===== config.mk =====
export PLATFORM = sky130hd
export DESIGN_NAME = arpc_ctrl
export DESIGN_NICKNAME = d
export VERILOG_FILES = /design/src/hw/rtl/arpc_pkg.sv /design/src/hw/rtl/arpc_ctrl.sv
export SDC_FILE = /design/constraint.sdc
export NUM_CORES = 1
export LEC_CHECK = 0
export BUFFER_PORTS_ARGS = -buffer_cell sky130_fd_sc_hd__buf_2
export CORE_MARGIN = 3
export CORE_UTILIZATION = 55
export CTS_CLUSTER_SIZE = 28
export DETAILED_ROUTE_END_ITERATION = 6
export GPL_TIMING_DRIVEN = 1
export PLACE_DENSITY = 0.79
export SYNTH_ARGS = -nofsm -noshare
export SYNTH_HDL_FRONTEND = slang
export SYNTH_SLANG_ARGS = --single-unit

===== constraint.sdc =====
create_clock -name clk -period 3 [get_ports clk]
set_input_delay 0.45 -clock clk [delete_from_list [all_inputs] [get_ports clk]]
set_output_delay 0.45 -clock clk [all_outputs]
set_load 0.02 [all_outputs]

===== src/hw/rtl/arpc_pkg.sv =====
// arpc_pkg: shared types and constants of the arp cache with aging
// holds command/status structs, codes and the entry word layout
// no dependencies
package arpc_pkg;

    // request kinds
    localparam logic [2:0] KIND_ADD    = 3'd0;
    localparam logic [2:0] KIND_LOOKUP = 3'd1;
    localparam logic [2:0] KIND_TICK   = 3'd2;
    localparam logic [2:0] KIND_PURGE  = 3'd3;
    localparam logic [2:0] KIND_FLUSH  = 3'd4;

    // result status codes
    localparam logic [2:0] STS_ADDED   = 3'd0;
    localparam logic [2:0] STS_UPDATED = 3'd1;
    localparam logic [2:0] STS_HIT     = 3'd2;
    localparam logic [2:0] STS_MISS    = 3'd3;
    localparam logic [2:0] STS_DROPPED = 3'd4;
    localparam logic [2:0] STS_DONE    = 3'd5;

    localparam logic [12:0] COUNT_MAX   = 13'd8191;
    localparam logic [31:0] TIMEOUT_RST = 32'd300000;

    // entry word: valid, ip, mac, stamp
    localparam int STAMP_LSB = 0;
    localparam int MAC_LSB   = 32;
    localparam int IP_LSB    = 80;
    localparam int VLD_BIT   = 112;
    localparam int WORD_W    = 113;

    // hash steps
    localparam int OCTET_LAST = 3;
    localparam int MOD_LAST   = 7;

    typedef enum logic [11:0] {
        S_CLR  = 12'b0000_0000_0001,
        S_IDLE = 12'b0000_0000_0010,
        S_HASH = 12'b0000_0000_0100,
        S_FIN1 = 12'b0000_0000_1000,
        S_FIN2 = 12'b0000_0001_0000,
        S_MOD  = 12'b0000_0010_0000,
        S_RD   = 12'b0000_0100_0000,
        S_CHK  = 12'b0000_1000_0000,
        S_ACT  = 12'b0001_0000_0000,
        S_SRD  = 12'b0010_0000_0000,
        S_SCHK = 12'b0100_0000_0000,
        S_RESP = 12'b1000_0000_0000
    } state_t;

    typedef struct packed {
        logic load;
        logic hash_step;
        logic fin1;
        logic fin2;
        logic mod_step;
        logic rd_scan;
        logic chk;
        logic act;
        logic rd_sweep;
        logic sweep_chk;
        logic clr_wr;
        logic resp;
    } cmd_t;

    typedef struct packed {
        logic out_free;
    } stat_t;

endpackage


===== src/hw/rtl/arpc_ctrl.sv =====
// arpc_ctrl: sequencer of the arp cache (clear pass, hash, scan, sweep)
// depends on arpc_pkg
module arpc_ctrl #(
    parameter int BUCKETS = 1024,
    parameter int WAYS    = 4
) (
    input  logic                 clk,
    input  logic                 rst_n,
    input  logic                 in_valid,
    input  logic [2:0]           kind,
    input  arpc_pkg::stat_t      st,
    output logic                 in_ready,
    output arpc_pkg::cmd_t       cmd,
    output logic [(WAYS > 1 ? $clog2(WAYS) : 1)-1:0] way,
    output logic [((BUCKETS * WAYS) > 1 ? $clog2(BUCKETS * WAYS) : 1)-1:0] ent
);
    import arpc_pkg::*;

    localparam int ENTRIES = BUCKETS * WAYS;
    localparam int WAY_W   = WAYS > 1 ? $clog2(WAYS) : 1;
    localparam int ADDR_W  = ENTRIES > 1 ? $clog2(ENTRIES) : 1;

    state_t            state_reg, state_next;
    logic [2:0]        cnt_reg, cnt_next;
    logic [WAY_W-1:0]  way_reg, way_next;
    logic [ADDR_W-1:0] ent_reg, ent_next;

    logic way_last, ent_last;
    assign way_last = (way_reg == WAY_W'(WAYS - 1));
    assign ent_last = (ent_reg == ADDR_W'(ENTRIES - 1));

    // next state and commands
    always_comb
    begin
        state_next = state_reg;
        cnt_next   = cnt_reg;
        way_next   = way_reg;
        ent_next   = ent_reg;
        cmd        = '0;
        in_ready   = 1'b0;
        case (state_reg)
            S_CLR:
            begin
                cmd.clr_wr = 1'b1;
                ent_next   = ent_reg + 1'b1;
                if (ent_last)
                begin
                    state_next = S_IDLE;
                end
            end
            S_IDLE:
            begin
                in_ready = 1'b1;
                cnt_next = '0;
                way_next = '0;
                ent_next = '0;
                if (in_valid)
                begin
                    cmd.load = 1'b1;
                    if (kind inside {KIND_ADD, KIND_LOOKUP})
                    begin
                        state_next = S_HASH;
                    end
                    else if (kind inside {KIND_PURGE, KIND_FLUSH})
                    begin
                        state_next = S_SRD;
                    end
                    else
                    begin
                        state_next = S_RESP;
                    end
                end
            end
            S_HASH:
            begin
                cmd.hash_step = 1'b1;
                cnt_next      = cnt_reg + 1'b1;
                if (cnt_reg == 3'(OCTET_LAST))
                begin
                    cnt_next   = '0;
                    state_next = S_FIN1;
                end
            end
            S_FIN1:
            begin
                cmd.fin1   = 1'b1;
                state_next = S_FIN2;
            end
            S_FIN2:
            begin
                cmd.fin2   = 1'b1;
                state_next = S_MOD;
            end
            S_MOD:
            begin
                cmd.mod_step = 1'b1;
                cnt_next     = cnt_reg + 1'b1;
                if (cnt_reg == 3'(MOD_LAST))
                begin
                    state_next = S_RD;
                end
            end
            S_RD:
            begin
                cmd.rd_scan = 1'b1;
                state_next  = S_CHK;
            end
            S_CHK:
            begin
                cmd.chk = 1'b1;
                if (way_last)
                begin
                    state_next = S_ACT;
                end
                else
                begin
                    way_next   = way_reg + 1'b1;
                    state_next = S_RD;
                end
            end
            S_ACT:
            begin
                cmd.act    = 1'b1;
                state_next = S_RESP;
            end
            S_SRD:
            begin
                cmd.rd_sweep = 1'b1;
                state_next   = S_SCHK;
            end
            S_SCHK:
            begin
                cmd.sweep_chk = 1'b1;
                if (ent_last)
                begin
                    state_next = S_RESP;
                end
                else
                begin
                    ent_next   = ent_reg + 1'b1;
                    state_next = S_SRD;
                end
            end
            S_RESP:
            begin
                if (st.out_free)
                begin
                    cmd.resp   = 1'b1;
                    state_next = S_IDLE;
                end
            end
            default:
            begin
                state_next = S_IDLE;
            end
        endcase
    end

    // state and counters
    always_ff @(posedge clk or negedge rst_n)
    begin
        if (!rst_n)
        begin
            state_reg <= S_CLR;
            cnt_reg   <= '0;
            way_reg   <= '0;
            ent_reg   <= '0;
        end
        else
        begin
            state_reg <= state_next;
            cnt_reg   <= cnt_next;
            way_reg   <= way_next;
            ent_reg   <= ent_next;
        end
    end

    assign way = way_reg;
    assign ent = ent_reg;
endmodule


==> metrics.txt <==
antenna violations before repair=0; fmax=362.9 MHz; CTS resizes=0; number of remaining DRC errors=0; total number of H-tree levels=2; CP max stage cell=or4b_4; top cells by area, synth=dfrtp_1 (38%), o21ai_0 (4.6%), ha_1 (4.1%); routed len/inst=15.16 microns; Synth warnings=0; GP Congestion=0.8309; Buffers on Ports=33; clock sink count=29; WL met2=2089 microns; outcome=finished clean; Synth Register Bits=29; Max VDD drop=0.0004002 V; vias in the first global route=1544; CP Max Fanout=9; GRT overflow=0; max cap viols=0; hold buffers post-CTS=0; cell taking the most area after synthesis=dfrtp_1; pin count of the biggest net entering global routing=30; Synth cell types=46; Setup crit start=state_reg[2]; mapped cell area=0.001839 sq mm; Clk Latency, worst-skew pair=0.35 ns; Area Growth Syn to Fin=14.83%; RSZ-0062 raised after global routing=false; CP delay by family, top=simple AND/OR/NAND/NOR gates; CP Capture Type=output pin; Hold WS=0.1119 ns; Worst-path clk slew=0.11 ns; Tightest Pin Transition=0.7471 ns; CTS tree=built; leak pwr=1.033 nW; largest stage delay on the critical path=0.57 ns; number of synthesized flops with an enable pin=0; first-pass GRT wire length=7162 microns; die width=63.83 microns; Mapped Nets=209; dominant synthesized flop cell=dfrtp_1; Worst Hold Class=in2async; Diodes inserted=0; Vias=1640; crit path cell chain=nor4_4 -> nand3b_4 -> or4b_4 -> inv_1 -> buf_2; Worst R2R Start=state_reg[2]; HPWL after detailed placement=3019 microns; commonest cells after routing, fill and taps aside=buf_2 (33), dfrtp_1 (28), o21ai_0 (17); most common cell after layout, fill and taps aside=buf_2; Max Used Layer=met4; share of post-route cells with drive strength above 1=0.2500; Final Cycle Share=0.9185; drt first pass iters=4; ys async rst share=1.000; Clock Tree Root=clkbuf_4; clock buffer depth=2; die area=0.004074 sq mm; site row count=20; total routing usage reported by global routing=0.2263; Tmin final=2.756 ns; Seq/Total Area, Yosys=0.3952; Cells after Synth=196; kind of critical path=reg2out; antenna viol nets, final=0; crit start category=flop; pwr dens=771.8 mW/mm^2; total CTS buffers=5; chip height=63.83 microns; IO Pins=34; Vias/cell=6.029; relative slew slack=0.4990; layout net count=240; final setup vio count=0; Hold Violations, Final=0; Setup TNS Final=0 ns; Critical Path RT=2.55 ns; Core Area=0.003128 sq mm; Clock Skew=0.01461 ns; synthesized area per cell=9.384 sq um; worst path bufs/invs=2; Routed Wire Length=4123 microns; Initial Utilization=0.5880; M1 wire length=1703 microns; max-slew violations=0; routed wl met3=231 microns; post-synth top area share=0.3810; Arr. time, crit path=2.31 ns; Starting DRT DRC Count=139
[Yosys cell counts (2+ instances only)]
| cell | number |
|---|---|
| dfrtp_1 | 28 |
| o21ai_0 | 17 |
| a21oi_1 | 12 |
| nand2_1 | 12 |
| or3_1 | 12 |
| nand4_1 | 10 |
| inv_1 | 8 |
| nor2_1 | 7 |
| ha_1 | 6 |
| nand3_1 | 6 |
| nor3_1 | 6 |
| nor3b_1 | 6 |
| and3_1 | 4 |
| buf_2 | 4 |
| clkbuf_1 | 4 |
| nor4_1 | 4 |
| nor4b_1 | 4 |
| xor2_1 | 4 |
| and2_1 | 3 |
| and4_1 | 3 |
| mux2_2 | 3 |
| nor4_4 | 3 |
| buf_1 | 2 |
| mux2i_1 | 2 |
| nor2b_1 | 2 |
| o211ai_1 | 2 |
| o21bai_1 | 2 |
| or2b_1 | 2 |
[layout make-up]
class                   instances  area (sq um)
flip-flops and latches         29         726.9
clock inverters                 2         37.54
clock buffers                   6         51.30
repair buffers                 36         187.7
fillers                       274          1016
well taps                      44         55.05
inverters                       8         30.03
multi-input cells             147          1023
[metrics by stage]
stage | cells | instance area (sq um) | total power, mW | setup WS [ns] | util
2_1_floorplan | 196 | 1839 | 1.090 | 0.6373 | -
3_3_place_gp | 262 | 2008 | 1.235 | 0.5714 | 0.6420
3_5_place_dp | 262 | 2008 | 1.271 | 0.4774 | 0.6420
4_1_cts | 270 | 2097 | 1.618 | 0.08379 | 0.6704
5_1_grt | 272 | 2112 | 1.760 | 0.06797 | 0.6752
6_report | 272 | 2112 | 1.630 | 0.2444 | 0.6752
[power breakdown]
part           leakage, nW  internal, mW  switching [mW]
Clock               0.0445         0.198           0.149
Sequential           0.395         0.442          0.0935
Combinational        0.594         0.275           0.472
Total                 1.03         0.915           0.715
[what timing repair did]
item | in CTS | in global routing
endpoints found under the setup margin | 0 | 3
endpoints found under the hold margin | 0 | 0
setup buffers | 0 | 2
[logic make-up (layout without fill, tap and decap cells)]
logic type | after synthesis | in the layout | synth area share
compound gates | 41 | 41 | 0.1313
xor+xnor | 4 | 4 | 0.01905
fa+ha+maj | 6 | 6 | 0.04082
buf+inv | 20 | 52 | 0.04830
flops | 29 | 29 | 0.3952
mux | 5 | 5 | 0.02925
simple gates | 91 | 91 | 0.3360
[final timing paths]
kind / end / slack (ns) / cells past startpoint
setup / recovery: cmd[5] / 0.24 / 5
hold / removal: ent[9] / 0.11 / 1
setup reg to reg: state_reg[1] / 0.69 / 5
hold reg to reg: cnt_reg[1] / 0.53 / 1
max in group asynchronous: state_reg[5] / 2.45 / 1
min in group clk: state_reg[2] / 0.42 / 3
[metal layers]
metal  global-route usage  vias up
met4              0.09973        0
met5                    0        -
met1               0.2886      786
met3              0.05800       12
li1                     -      794
met2               0.3600       48
No activity file was read; power rests on OpenSTA's default activity.
